**src/rtl/rfpd_pkg.sv**
```systemverilog
package rfpd_pkg;

  // Detector characteristic
  localparam int QUIESCENT_MV    = 2100;
  localparam int INTERCEPT_DBM   = 0;
  localparam int SLOPE_MV_PER_DB = -24;

  // Power clamp in sixteenths of a dBm
  localparam int DBM_Q4_MIN = -1040;
  localparam int DBM_Q4_MAX = 80;

  // Threat span limits, Q8 millivolts
  localparam int SPAN_MIN_Q8      = 10 * 256;
  localparam int SPAN_FALLBACK_Q8 = 1600 * 256;
  localparam int THREAT_FULL      = 1000;

  // Shared divider: dividend holds the dBm numerator or (clean - avg) * 1000, divisor the dBm step or a Q8 span
  localparam int DVD_W = 30;
  localparam int DVS_W = 20;

  typedef enum logic [1:0] {
    CMD_SAMPLE = 2'd0,
    CMD_SEED   = 2'd1,
    CMD_CAL    = 2'd2,
    CMD_NONE   = 2'd3
  } cmd_t;

  localparam logic [2:0] REG_ALPHA    = 3'd0;
  localparam logic [2:0] REG_BURST    = 3'd1;
  localparam logic [2:0] REG_SAT      = 3'd2;
  localparam logic [2:0] REG_DEADBAND = 3'd3;
  localparam logic [2:0] REG_TRIGGER  = 3'd4;
  localparam logic [2:0] REG_RELEASE  = 3'd5;
  localparam logic [2:0] REG_PERSIST  = 3'd6;
  localparam logic [2:0] REG_HOLD     = 3'd7;

  typedef struct packed {
    logic [8:0]  ema_alpha_q8;    // already limited to 1..256
    logic [11:0] burst_drop_mv;
    logic [11:0] saturated_mv;
    logic [9:0]  deadband_tenths;
    logic [9:0]  trigger_tenths;
    logic [9:0]  release_tenths;
    logic [15:0] persist_ms;
    logic [15:0] hold_ms;
  } cfg_t;

endpackage

```
**src/rtl/rfpd_cfg.sv**
```systemverilog
module rfpd_cfg
  import rfpd_pkg::*;
(
  input  logic        clk,
  input  logic        rst_n,
  input  logic        cfg_we,
  input  logic [2:0]  cfg_addr,
  input  logic [15:0] cfg_wdata,
  output cfg_t        cfg
);

  logic [8:0]  alpha_r;
  logic [11:0] burst_drop_r;
  logic [11:0] sat_r;
  logic [9:0]  deadband_r;
  logic [9:0]  trigger_r;
  logic [9:0]  release_r;
  logic [15:0] persist_r;
  logic [15:0] hold_r;

  always_ff @(posedge clk) begin
    if (!rst_n) begin
      alpha_r      <= 9'd26;
      burst_drop_r <= 12'd50;
      sat_r        <= 12'd500;
      deadband_r   <= 10'd20;
      trigger_r    <= 10'd300;
      release_r    <= 10'd150;
      persist_r    <= 16'd500;
      hold_r       <= 16'd2000;
    end else if (cfg_we) begin
      unique case (cfg_addr)
        REG_ALPHA:    alpha_r      <= cfg_wdata[8:0];
        REG_BURST:    burst_drop_r <= cfg_wdata[11:0];
        REG_SAT:      sat_r        <= cfg_wdata[11:0];
        REG_DEADBAND: deadband_r   <= cfg_wdata[9:0];
        REG_TRIGGER:  trigger_r    <= cfg_wdata[9:0];
        REG_RELEASE:  release_r    <= cfg_wdata[9:0];
        REG_PERSIST:  persist_r    <= cfg_wdata;
        REG_HOLD:     hold_r       <= cfg_wdata;
        default: ;
      endcase
    end
  end

  always_comb begin
    // Zero weight acts as one, anything above unity acts as unity
    if (alpha_r == 9'd0) begin
      cfg.ema_alpha_q8 = 9'd1;
    end else if (alpha_r > 9'd256) begin
      cfg.ema_alpha_q8 = 9'd256;
    end else begin
      cfg.ema_alpha_q8 = alpha_r;
    end
    cfg.burst_drop_mv   = burst_drop_r;
    cfg.saturated_mv    = sat_r;
    cfg.deadband_tenths = deadband_r;
    cfg.trigger_tenths  = trigger_r;
    cfg.release_tenths  = release_r;
    cfg.persist_ms      = persist_r;
    cfg.hold_ms         = hold_r;
  end

endmodule

```
**src/rtl/rfpd_div.sv**
```systemverilog
module rfpd_div
  import rfpd_pkg::*;
#(
  parameter int DIVIDEND_W = DVD_W,   // even
  parameter int DIVISOR_W  = DVS_W
) (
  input  logic                  clk,
  input  logic                  rst_n,
  input  logic                  start,
  input  logic [DIVIDEND_W-1:0] dividend,
  input  logic [DIVISOR_W-1:0]  divisor,
  output logic                  done,
  output logic [DIVIDEND_W-1:0] quotient
);

  localparam int STEPS  = 2;
  localparam int CYCLES = DIVIDEND_W / STEPS;
  localparam int CNT_W  = $clog2(CYCLES + 1);

  logic                  busy_r;
  logic                  done_r;
  logic [CNT_W-1:0]      cnt_r;
  logic [DIVIDEND_W-1:0] quo_r;
  logic [DIVISOR_W-1:0]  rem_r;
  logic [DIVISOR_W-1:0]  dvs_r;

  logic [DIVISOR_W:0]    trial;
  logic [DIVISOR_W-1:0]  rem_nxt;
  logic [DIVIDEND_W-1:0] quo_nxt;

  // Two restoring steps a cycle: quotient bits shift in as dividend bits shift out
  always_comb begin
    rem_nxt = rem_r;
    quo_nxt = quo_r;
    trial   = '0;
    for (int i = 0; i < STEPS; i++) begin
      trial   = {rem_nxt, quo_nxt[DIVIDEND_W-1]};
      quo_nxt = {quo_nxt[DIVIDEND_W-2:0], 1'b0};
      if (trial >= {1'b0, dvs_r}) begin
        trial      = trial - {1'b0, dvs_r};
        quo_nxt[0] = 1'b1;
      end
      rem_nxt = trial[DIVISOR_W-1:0];
    end
  end

  always_ff @(posedge clk) begin
    if (!rst_n) begin
      busy_r <= 1'b0;
      done_r <= 1'b0;
      cnt_r  <= '0;
    end else begin
      done_r <= 1'b0;
      if (busy_r) begin
        cnt_r <= cnt_r - CNT_W'(1);
        if (cnt_r == CNT_W'(1)) begin
          busy_r <= 1'b0;
          done_r <= 1'b1;
        end
      end else if (start) begin
        busy_r <= 1'b1;
        cnt_r  <= CNT_W'(CYCLES);
      end
    end
  end

  always_ff @(posedge clk) begin
    if (busy_r) begin
      quo_r <= quo_nxt;
      rem_r <= rem_nxt;
    end else if (start) begin
      quo_r <= dividend;
      rem_r <= '0;
      dvs_r <= divisor;
    end
  end

  assign done     = done_r;
  assign quotient = quo_r;

endmodule

```
**src/rtl/rf_power_detector_with_persistence.sv**
```systemverilog
// Channel | Ports        | Word layout
// --------+--------------+------------------------------------------------------
// input   | in_t*        | tdata: sample_mv[11:0], now_ms[43:12]; tuser: cmd[1:0]
// output  | out_t*       | tdata: filtered_q8[19:0], power_dbm_q4[31:20],
//         |              |        threat_tenths[41:32]; tuser: burst, incoming
// config  | cfg_we/addr  | one register written per cycle, no read-back
//
// An accepted word runs the moving-average multiply and bookkeeping, then the shared
// divider runs twice (dBm quotient, threat ratio) at two quotient bits a cycle.
// in_tready is high only while the sequencer is idle.
// The result sits in an output register, so the next word is taken while it waits.
// Reset (rst_n low at a clock edge) loads the quiescent references and clears
// the alarm, the candidate timer and the output valid flag.
module rf_power_detector_with_persistence
  import rfpd_pkg::*;
#(
  parameter int P_QUIESCENT_MV    = QUIESCENT_MV,
  parameter int P_INTERCEPT_DBM   = INTERCEPT_DBM,
  parameter int P_SLOPE_MV_PER_DB = SLOPE_MV_PER_DB   // negative
) (
  input  logic        clk,
  input  logic        rst_n,
  input  logic        in_tvalid,
  output logic        in_tready,
  input  logic [47:0] in_tdata,     // sample_mv[11:0], now_ms[43:12], zero pad
  input  logic [1:0]  in_tuser,     // cmd[1:0]
  output logic        out_tvalid,
  input  logic        out_tready,
  output logic [47:0] out_tdata,    // filtered_q8[19:0], power_dbm_q4[31:20],
                                    // threat_tenths[41:32], zero pad
  output logic [1:0]  out_tuser,    // burst[0], incoming[1]
  input  logic        cfg_we,
  input  logic [2:0]  cfg_addr,
  input  logic [15:0] cfg_wdata
);

  localparam int DBM_DIV = -16 * P_SLOPE_MV_PER_DB;

  localparam logic [19:0]          QUIESCENT_Q8 = 20'(P_QUIESCENT_MV * 256);
  localparam logic [11:0]          QUIESCENT    = 12'(P_QUIESCENT_MV);
  localparam logic [DVS_W-1:0]     DBM_DIVISOR  = DVS_W'(DBM_DIV);
  localparam logic [DVD_W-1:0]     DBM_HALF     = DVD_W'(DBM_DIV / 2);
  localparam logic signed [15:0]   ICPT_Q4      = 16'(P_INTERCEPT_DBM * 16);
  localparam logic signed [15:0]   DBM_LO       = 16'(DBM_Q4_MIN);
  localparam logic signed [15:0]   DBM_HI       = 16'(DBM_Q4_MAX);
  localparam logic signed [20:0]   SPAN_MIN     = 21'(SPAN_MIN_Q8);
  localparam logic [DVS_W-1:0]     SPAN_FALL    = DVS_W'(SPAN_FALLBACK_Q8);
  localparam logic [9:0]           THR_FULL     = 10'(THREAT_FULL);

  typedef enum logic [7:0] {
    S_IDLE = 8'b0000_0001,
    S_MUL  = 8'b0000_0010,
    S_UPD  = 8'b0000_0100,
    S_DBM  = 8'b0000_1000,
    S_DBMW = 8'b0001_0000,
    S_THRW = 8'b0010_0000,
    S_ALM  = 8'b0100_0000,
    S_OUT  = 8'b1000_0000
  } state_t;

  cfg_t cfg;

  rfpd_cfg u_cfg (
    .clk       (clk),
    .rst_n     (rst_n),
    .cfg_we    (cfg_we),
    .cfg_addr  (cfg_addr),
    .cfg_wdata (cfg_wdata),
    .cfg       (cfg)
  );

  state_t state_r, state_nxt;

  cmd_t        cmd_r;
  logic [11:0] smp_r;
  logic [31:0] now_r;
  logic [19:0] avg_r;
  logic [11:0] prior_r;
  logic [19:0] clean_r;
  logic        alarm_r;
  logic        cand_vld_r;
  logic [31:0] cand_start_r;
  logic [31:0] last_act_r;
  logic [28:0] prod_r;
  logic        burst_r;
  logic        neg_r;
  logic [11:0] dbm_r;
  logic [9:0]  threat_r;
  logic        out_vld_r;
  logic [47:0] out_data_r;
  logic [1:0]  out_user_r;

  // Shared divider
  logic             div_start;
  logic [DVD_W-1:0] div_dvd;
  logic [DVS_W-1:0] div_dvs;
  logic             div_done;
  logic [DVD_W-1:0] div_quo;

  rfpd_div #(
    .DIVIDEND_W (DVD_W),
    .DIVISOR_W  (DVS_W)
  ) u_div (
    .clk      (clk),
    .rst_n    (rst_n),
    .start    (div_start),
    .dividend (div_dvd),
    .divisor  (div_dvs),
    .done     (div_done),
    .quotient (div_quo)
  );

  // Shared multiplier: avg * (256 - alpha) first, then sample * alpha
  logic [19:0] mul_a;
  logic [8:0]  mul_b;
  logic [28:0] mul_p;
  logic [29:0] ema_sum;

  always_comb begin
    if (state_r == S_MUL) begin
      mul_a = avg_r;
      mul_b = 9'd256 - cfg.ema_alpha_q8;
    end else begin
      mul_a = {8'd0, smp_r};
      mul_b = cfg.ema_alpha_q8;
    end
  end

  assign mul_p   = 29'(mul_a * mul_b);
  assign ema_sum = {1'b0, prod_r} + {1'b0, mul_p[20:0], 8'd0} + 30'd128;

  logic signed [12:0] drop;
  assign drop = $signed({1'b0, prior_r}) - $signed({1'b0, smp_r});

  // dBm numerator, sign flipped by the negative slope
  logic [19:0]        sat_q8;
  logic signed [20:0] dbm_num;
  logic [20:0]        dbm_mag;
  assign sat_q8  = {cfg.saturated_mv, 8'd0};
  assign dbm_num = $signed({1'b0, sat_q8}) - $signed({1'b0, avg_r});
  assign dbm_mag = dbm_num[20] ? 21'(-dbm_num) : dbm_num;

  // Rounded quotient, signed and offset by the intercept; clamped when latched
  logic signed [15:0] dbm_q;
  logic signed [15:0] dbm_v;
  always_comb begin
    dbm_q = $signed({1'b0, div_quo[14:0]});
    if (neg_r) begin
      dbm_q = -dbm_q;
    end
    dbm_v = ICPT_Q4 + dbm_q;
  end

  // Threat ratio operands
  logic signed [20:0] span;
  logic [19:0]        clean_gap;
  logic [DVS_W-1:0]   thr_dvs;
  logic [DVD_W-1:0]   thr_dvd;
  assign span      = $signed({1'b0, clean_r}) - $signed({1'b0, sat_q8});
  assign clean_gap = (clean_r > avg_r) ? (clean_r - avg_r) : 20'd0;
  assign thr_dvs   = (span <= SPAN_MIN) ? SPAN_FALL : span[DVS_W-1:0];
  assign thr_dvd   = DVD_W'({10'd0, clean_gap} * 30'd1000);

  logic [9:0] thr_raw;
  always_comb begin
    if (avg_r >= clean_r) begin
      thr_raw = 10'd0;
    end else if (avg_r <= sat_q8) begin
      thr_raw = THR_FULL;
    end else if (div_quo > DVD_W'(THREAT_FULL)) begin
      thr_raw = THR_FULL;
    end else begin
      thr_raw = div_quo[9:0];
    end
  end

  // Persistence and hold timing, modulo 2^32
  logic [31:0] cand_age;
  logic [31:0] idle_age;
  assign cand_age = cand_vld_r ? (now_r - cand_start_r) : 32'd0;
  assign idle_age = now_r - last_act_r;

  always_comb begin
    div_start = 1'b0;
    div_dvd   = {{(DVD_W-21){1'b0}}, dbm_mag} + DBM_HALF;
    div_dvs   = DBM_DIVISOR;
    if (state_r == S_DBM) begin
      div_start = 1'b1;
    end else if (state_r == S_DBMW) begin
      div_start = div_done;
      div_dvd   = thr_dvd;
      div_dvs   = thr_dvs;
    end
  end

  always_comb begin
    state_nxt = state_r;
    unique case (state_r)
      S_IDLE: if (in_tvalid) state_nxt = S_MUL;
      S_MUL:  state_nxt = S_UPD;
      S_UPD:  state_nxt = S_DBM;
      S_DBM:  state_nxt = S_DBMW;
      S_DBMW: if (div_done) state_nxt = S_THRW;
      S_THRW: if (div_done) state_nxt = S_ALM;
      S_ALM:  state_nxt = S_OUT;
      S_OUT:  if (!out_vld_r || out_tready) state_nxt = S_IDLE;
      default: state_nxt = S_IDLE;
    endcase
  end

  always_ff @(posedge clk) begin
    if (!rst_n) begin
      state_r <= S_IDLE;
    end else begin
      state_r <= state_nxt;
    end
  end

  // Latch the word and the per-word intermediates
  always_ff @(posedge clk) begin
    if (state_r == S_IDLE && in_tvalid) begin
      cmd_r <= cmd_t'(in_tuser);
      smp_r <= in_tdata[11:0];
      now_r <= in_tdata[43:12];
    end
    if (state_r == S_MUL) begin
      prod_r <= mul_p;
    end
    if (state_r == S_UPD) begin
      burst_r <= (cmd_r == CMD_SAMPLE) && (drop >= $signed({1'b0, cfg.burst_drop_mv}));
    end
    if (state_r == S_DBM) begin
      neg_r <= dbm_num[20];
    end
    if (state_r == S_DBMW && div_done) begin
      if (dbm_v < DBM_LO) begin
        dbm_r <= DBM_LO[11:0];
      end else if (dbm_v > DBM_HI) begin
        dbm_r <= DBM_HI[11:0];
      end else begin
        dbm_r <= dbm_v[11:0];
      end
    end
    if (state_r == S_THRW && div_done) begin
      threat_r <= (thr_raw < cfg.deadband_tenths) ? 10'd0 : thr_raw;
    end
  end

  // Filter state and alarm
  always_ff @(posedge clk) begin
    if (!rst_n) begin
      avg_r        <= QUIESCENT_Q8;
      prior_r      <= QUIESCENT;
      clean_r      <= QUIESCENT_Q8;
      alarm_r      <= 1'b0;
      cand_vld_r   <= 1'b0;
      cand_start_r <= 32'd0;
      last_act_r   <= 32'd0;
    end else begin
      if (state_r == S_UPD) begin
        unique case (cmd_r)
          CMD_SAMPLE: begin
            prior_r <= smp_r;
            avg_r   <= ema_sum[27:8];
          end
          CMD_SEED: begin
            avg_r   <= {smp_r, 8'd0};
            prior_r <= smp_r;
            clean_r <= {smp_r, 8'd0};
          end
          CMD_CAL: clean_r <= avg_r;
          CMD_NONE: ;
          default: ;
        endcase
      end
      if (state_r == S_ALM && cmd_r == CMD_SAMPLE) begin
        if (threat_r >= cfg.trigger_tenths) begin
          if (!cand_vld_r) begin
            cand_vld_r   <= 1'b1;
            cand_start_r <= now_r;
          end
          if (cand_age >= {16'd0, cfg.persist_ms}) begin
            alarm_r    <= 1'b1;
            last_act_r <= now_r;
          end
        end else begin
          cand_vld_r   <= 1'b0;
          cand_start_r <= 32'd0;
          if (threat_r <= cfg.release_tenths && idle_age >= {16'd0, cfg.hold_ms}) begin
            alarm_r <= 1'b0;
          end
        end
      end
    end
  end

  // Output register: hold the word until taken
  always_ff @(posedge clk) begin
    if (!rst_n) begin
      out_vld_r <= 1'b0;
    end else if (state_r == S_OUT && (!out_vld_r || out_tready)) begin
      out_vld_r <= 1'b1;
    end else if (out_tready) begin
      out_vld_r <= 1'b0;
    end
  end

  always_ff @(posedge clk) begin
    if (state_r == S_OUT && (!out_vld_r || out_tready)) begin
      out_data_r <= {6'd0, threat_r, dbm_r, avg_r};
      out_user_r <= {alarm_r, burst_r};
    end
  end

  assign in_tready  = (state_r == S_IDLE);
  assign out_tvalid = out_vld_r;
  assign out_tdata  = out_data_r;
  assign out_tuser  = out_user_r;

endmodule

```
**config.mk**
```make
export PLATFORM = sky130hd
export DESIGN_NAME = rf_power_detector_with_persistence
export DESIGN_NICKNAME = d
export VERILOG_FILES = /design/src/rtl/rfpd_pkg.sv /design/src/rtl/rfpd_cfg.sv /design/src/rtl/rfpd_div.sv /design/src/rtl/rf_power_detector_with_persistence.sv
export SDC_FILE = /design/constraint.sdc
export NUM_CORES = 2
export LEC_CHECK = 0
export BUFFER_PORTS_ARGS = -buffer_cell sky130_fd_sc_hd__buf_2
export CAP_MARGIN = 20
export CORE_AREA = 3 3 279 281
export DETAILED_ROUTE_END_ITERATION = 8
export DIE_AREA = 0 0 282 284
export PLACE_DENSITY = 0.7
export SYNTH_ARGS = -nofsm -noshare
export SYNTH_HDL_FRONTEND = slang
export SYNTH_SLANG_ARGS = --single-unit
```
**constraint.sdc**
```tcl
create_clock -name clk -period 11.2 [get_ports clk]
set_input_delay 1.12 -clock clk [delete_from_list [all_inputs] [get_ports clk]]
set_output_delay 1.12 -clock clk [all_outputs]
set_load 0.05 [all_outputs]
```
# After elaboration in Yosys (flattened, before gate mapping)
# Index checks and enable logic that the tools add are counted.
[word_totals] register_bits=440 in_bits=74 output_inout_bits=52
[classes] addsub=15 n_mul=2 magnitude_cmp=16 eq_ne=24 mux=46 bitwise_logic=2 reduce_logical=38
[ops] op="2-to-1 mux 20 bit" count=6
[ops] op="2-to-1 mux 30 bit" count=4
[ops] op="2-to-1 mux 32 bit" count=3
[ops] op="one-hot mux 20 bit (2 select lines)" count=2
[ops] op="greater-or-equal comparator 32 x 16 -> 1 bit" count=2
[ops] op="one-hot mux 8 bit (8 select lines)" count=1
[ops] op="subtractor 32 bit" count=2
[ops] op="subtractor 20 bit" count=3
[ops] op="greater-or-equal comparator 21 x 20 -> 1 bit" count=2
[ops] op="subtractor 20 x 20 -> 21 bit" count=2
[ops] op="2-to-1 mux 8 bit" count=4
[ops] op="greater-than comparator 30 x 10 -> 1 bit (second input constant)" count=1
[ops] op="2-to-1 mux 10 bit" count=3
[ops] op="adder 28 bit" count=1
[ops] op="adder 28 x 8 -> 28 bit (second input constant)" count=1
[ops] op="multiplier 20 x 9 -> 28 bit" count=1
[ops] op="AND reduction 2 bit" count=14
[ops] op="multiplier 20 x 7 -> 27 bit (second input constant)" count=1
[ops] op="2-to-1 mux 9 bit" count=3
[ops] op="adder 21 x 8 -> 22 bit (second input constant)" count=1
[ops] op="less-or-equal comparator 21 x 13 -> 1 bit (second input constant)" count=1
[ops] op="2-to-1 mux 21 bit" count=1
[ops] op="negator 21 bit" count=1
[ops] op="greater-or-equal comparator 20 bit" count=1
[ops] op="46 further kinds" count=82

# Logic depth before layout (Yosys ltp)
[logic_depth] depth_word=9 ltp_mapped=41

# By module
# Synthesis repeated with hierarchy kept, for this count alone.
[hier_totals] hier_cells=4273 hier_area_um2=38217.9
[modules_own_cells] mod="rf_power_detector_with_persistence" instances=1 cells_per_inst=3407 area_per_inst_um2=29205.5
[modules_own_cells] mod="rfpd_div" instances=1 cells_per_inst=504 area_per_inst_um2=5277.6
[modules_own_cells] mod="rfpd_cfg" instances=1 cells_per_inst=362 area_per_inst_um2=3734.8

# Worst setup path before layout
# OpenSTA, ideal clock, no wires.
[synth_timing] kind="reg-to-reg" startpoint="reg u_cfg.alpha_r[2]" endpoint="reg avg_r[18]" setup_time_ns=0.059 arrival_ns=8.322 setup_slack_ns=2.819 path_stages_with_launch=35 cell_sequence="dfxtp_1 -> or4_1 -> or3_1 -> nor2_1 -> nor2_1 -> nor2_1 -> inv_1 -> ha_1 -> and2_1 -> clkbuf_1 -> o21bai_1 -> clkbuf_1 -> nand2_1 -> fa_1 -> fa_1 -> inv_1 -> ha_1 -> inv_1 -> fa_1 -> inv_1 -> ha_1 -> a21o_1 -> a21oi_1 -> o21ai_0 -> o41ai_1 -> o21ai_0 -> xor2_1 -> ha_1 -> and4_1 -> a311o_1 -> a211oi_1 -> nor2_1 -> or4_1 -> nand4_1 -> o211a_1"
[synth_between] elab_chain_cells=9
[synth_lines] item="start, declared" line_no="rfpd_cfg.sv:12" source="logic [8:0] alpha_r;"
[synth_lines] item="start signal, assigned" line_no="rfpd_cfg.sv:33" source="REG_ALPHA: alpha_r <= cfg_wdata[8:0];"
[synth_lines] item="greater-than comparator 9 bit" line_no="rfpd_cfg.sv:50" source="end else if (alpha_r > 9'd256) begin"
[synth_lines] item="2-to-1 mux 9 bit" line_no="rfpd_cfg.sv:50"
[synth_lines] item="2-to-1 mux 9 bit (*)" line_no="rfpd_cfg.sv:48" source="if (alpha_r == 9'd0) begin"
[synth_lines] item="subtractor 9 bit" line_no="rf_power_detector_with_persistence.sv:122" source="mul_b = 9'd256 - cfg.ema_alpha_q8;"
[synth_lines] item="2-to-1 mux 9 bit (*)" line_no="rf_power_detector_with_persistence.sv:120" source="if (state_r == S_MUL) begin"
[synth_lines] item="multiplier 20 x 9 -> 28 bit (*)" line_no="rf_power_detector_with_persistence.sv:129" source="assign mul_p = 29'(mul_a * mul_b);"
[synth_lines] item="net mul_p[13]" line_no="rf_power_detector_with_persistence.sv:116" source="logic [28:0] mul_p;"
[synth_lines] item="adder 28 bit (*)" line_no="rf_power_detector_with_persistence.sv:130" source="assign ema_sum = {1'b0, prod_r} + {1'b0, mul_p[20:0], 8'd0} + 30'd128;"
[synth_lines] item="adder 28 x 8 -> 28 bit (*)" line_no="rf_power_detector_with_persistence.sv:130"
[synth_lines] item="one-hot mux 20 bit (2 select lines) (*)" line_no="rf_power_detector_with_persistence.sv:261" source="unique case (cmd_r)"
[synth_lines] item="end signal, assigned" line_no="rf_power_detector_with_persistence.sv:264" source="avg_r <= ema_sum[27:8];"
[synth_lines] item="end signal, assigned" line_no="rf_power_detector_with_persistence.sv:267" source="avg_r <= {smp_r, 8'd0};"
[synth_lines] item="end, declared" line_no="rf_power_detector_with_persistence.sv:77" source="logic [19:0] avg_r;"
# Mark *: on every way through the listed nets, which the timed path passes. The rest lies on a longest branch.
# A chain may end at the register's enable or synchronous reset.

# Worst setup path after layout
[layout_timing] startpoint="reg u_cfg.alpha_r[3]" endpoint="reg avg_r[18]"
# The elaborated chain is that of the path after synthesis.

==> run_results.csv <==
group,metric,value,unit
place,dp_hpwl,78100,microns
sta,period_needed,9430,ps
finish,final_common_cell,"nand2_1",
clock_network,clk_pin_slew,60,ps
clock_network,cts_setup_buffers,0,
min_path,min_path_type,"register to register",
pwr,seq_power_share,31.0,%
sta,slew_headroom,30.5,%
sta,setup_viol,0,
route,wl_per_cell,18.7,microns
sta,maxSlewViolCount,0,
logic_synthesis,yosysSeqAreaShare,28.4,%
pwr,power.density,139,nW/um^2
die,fp.coreArea,75700,sq um
place,globalplace.congestion,0.935,
worst_setup_path,startpoint_type,"register",
logic_synthesis,synth.largest_area_cell,"edfxtp_1",
finish,fillers,6962,
finish,fin_cells,5410,
pwr,p_switching,0.00205,W
die,die_area,80100,sq um
logic_synthesis,syn_avg_cell_area,8.71,sq um
pwr,p_clk_share,30.8,%
clock_network,cts_htree_levels,2,
worst_setup_path,crit_arrival,10000,ps
worst_setup_path,criticalPathCategory,"register to register",
route,drc,0,
pwr,switching_share,36.1,%
finish,multi_input_area,24600,sq um
logic_synthesis,synth_cell_types,92,
clock_network,clk_latency,640,ps
route,vias,30997,
worst_setup_path,cp-end-kind,"register",
clock_network,clockBufferDepth,3,
status,outcome,"completed",
global_route,use_met3,3.79,%
global_route,grt_pass1_wl,161000,microns
die,die_y,284,microns
finish,fin_nets,5034,
global_route,grt_max_degree,103,
logic_synthesis,synth-seq-cells,433,
route,drt_pass1_iterations,6,
logic_synthesis,synth_area,37700,sq um
die,io_pins,126,
global_route,antenna_found_initial,6,
sta,post-route-period-util,84.2,%
logic_synthesis,netlist.area_leader.share,16.3,%
logic_synthesis,ys.warnings.count,0,
logic_synthesis,synth_area_leaders,"edfxtp_1, ha_1, dfxtp_1",
die,start_util,49.8,%
clock_network,cts_made_buffers,51,
logic_synthesis,synth_edf_count,205,
finish,drive_gt1_share,6.84,%
logic_synthesis,syn_inst,4329,
route,dr.first_iter.drc_count,2511,
sta,whs,417,ps
pwr,leakage,18.0,nW
finish,utilization,54.3,%
global_route,grt_use_met1,35.5,%
finish,final_cell_mix,"nand2_1, inv_1, ha_1",
route,routed_wl,101000,microns
pwr,ir_drop,243,uV
finish,postLayoutCellArea,41100,sq um
job,cap_violations,0,
place,dpl_cell_area,39200,sq um
global_route,grt_overflow,0,
sta,tightest_slew,1040,ps
finish,syn_to_final_growth,8.90,%
clock_network,cts_resized,0,
sta,finalClockSkew,30.9,ps
clock_network,ctsHoldBuffers,0,
clock_network,cts_tree,"yes",
route,vias_per_cell,5.73,
global_route,met2_usage,39.3,%
clock_network,clkSinkCount,433,
logic_synthesis,synth_ff_type,"dfxtp_1",
global_route,grt_pass1_vias,29406,
worst_setup_path,cp.required,11760,ps
place,portBuffers,115,
sta,rsz0062_at_grt,"no",
sta,max_freq,0.106,GHz
logic_synthesis,async_flop_share,0,%
global_route,grt.busiest_layer,"met2",
pwr,p_comb_share,38.2,%
sta,tns,0,ps
worst_setup_path,crit_fanout,18,
die,rows,101,
route,antenna_left,0,
sta,hold_violations,0,
clock_network,clk_root_buffer_cell,"clkbuf_16",
pwr,p_int,0.00364,W
die,die_w,282,microns
worst_setup_path,slowest_stage,"o41ai_1",
place,placed_cells,5308,
worst_setup_path,critPathMaxStageDelay,790,ps
finish,seq_area,10700,sq um
global_route,grt_use_total,25.1,%
==> worst max-delay path: cells and delay by family, from the launching register on <==
family,cells,cell delay [ps]
AOI/OAI and AO/OA,9,2870
adders and majority gates,7,2840
and+or+nand+nor,11,2500
buffers and inverters,5,600
DFF,1,360
xor gates and xnor gates,1,210
==> metrics by stage <==
stage | power (W) | worst slack, ps
floorplan | 0.00348 | 2820
global placement | 0.00389 | 2120
detailed placement | 0.00393 | 1950
CTS | 0.00571 | 1910
global route | 0.00606 | 1290
finish | 0.00569 | 1770
==> path summary, 6_finish.rpt <==
| check | cells after the start | start | endpoint | slack (ps) |
|---|---|---|---|---|
| max | 33 | u_cfg.alpha_r[3] | avg_r[18] | 1770 |
| min | 0 | dbm_r[1] | out_tdata[21] | 420 |
| max reg2reg | 33 | u_cfg.alpha_r[3] | avg_r[18] | 1770 |
| min reg2reg | 0 | dbm_r[1] | out_tdata[21] | 420 |
==> power by group through the flow <==
stage / Clock (W) / Sequential [W] / Combinational [W]
5_1_grt: 0.00185 / 0.00177 / 0.00244
6_report: 0.00175 / 0.00176 / 0.00217
4_1_cts: 0.00179 / 0.00176 / 0.00215
3_3_place_gp: 0 / 0.00180 / 0.00209
3_5_place_dp: 0 / 0.00180 / 0.00213
2_1_floorplan: 0 / 0.00178 / 0.00170
==> Yosys cell counts, drive strengths merged (16+ instances only) <==
master and instances:
nor3b 17, inv 484, a21oi 238, edfxtp 205, and3 24, o21bai 21
nand2 558, dfxtp 228, nand2b 52, or3 32, mux2i 61, a21boi 94
nand3 78, o21a 31, a2111oi 17, o21ai 181, buf 28, nor2b 92
a22oi 38, nand4 33, o31a 16, xor2 58, ha 369, nor4 33
xnor2 146, a21o 86, o31ai 22, a31oi 19, nor2 313, fa 204
and2 44, clkbuf 134, o211ai 71, nor3 74, o211a 26, a211oi 30
==> layer usage <==
metal	part of all wire, %	up-vias	wire length, microns
li1	-	15116	-
met1	46	14852	46300
met5	0.013	-	13
met3	5.9	184	6020
met2	45	843	45300
met4	3.5	2	3560
==> state kept, by name (all words and copies together), names as in the netlist, 12 cells and up <==
| signal | count |
|---|---|
| avg_r | 20 |
| cand_start_r | 32 |
| clean_r | 20 |
| dbm_r | 12 |
| last_act_r | 32 |
| now_r | 32 |
| out_tdata | 42 |
| prior_r | 12 |
| prod_r | 21 |
| smp_r | 12 |
| u_cfg.burst_drop_r | 12 |
| u_cfg.hold_r | 16 |
| u_cfg.persist_r | 16 |
| u_cfg.sat_r | 12 |
| u_div.dvs_r | 20 |
| u_div.quotient | 30 |
| u_div.rem_r | 20 |
==> final cells by class <==
| class | instances | area share, % |
|---|---|---|
| diodes | 3 | 0.0183 |
| clock buffers | 68 | 3.54 |
| clock inverters | 27 | 0.792 |
| inverters | 484 | 4.42 |
| multi-input cells | 3255 | 59.8 |
| flip-flops and latches | 433 | 26.1 |
| well taps | 978 | 2.98 |
| repair buffers | 162 | 2.31 |
==> logic make-up (layout without fill, tap and decap cells) <==
logic type | Yosys count | after routing | share of synthesized area, %
simple gates | 1406 | 1406 | 17.4
fa+ha+maj | 573 | 573 | 23.1
compound gates | 999 | 999 | 17.9
other cells | 1 | 9 | 0.00994
mux | 67 | 67 | 1.80
xor+xnor | 204 | 204 | 4.74
flops | 433 | 433 | 28.4
buf+inv | 646 | 741 | 6.62
Power figures use the tool's default switching activity.
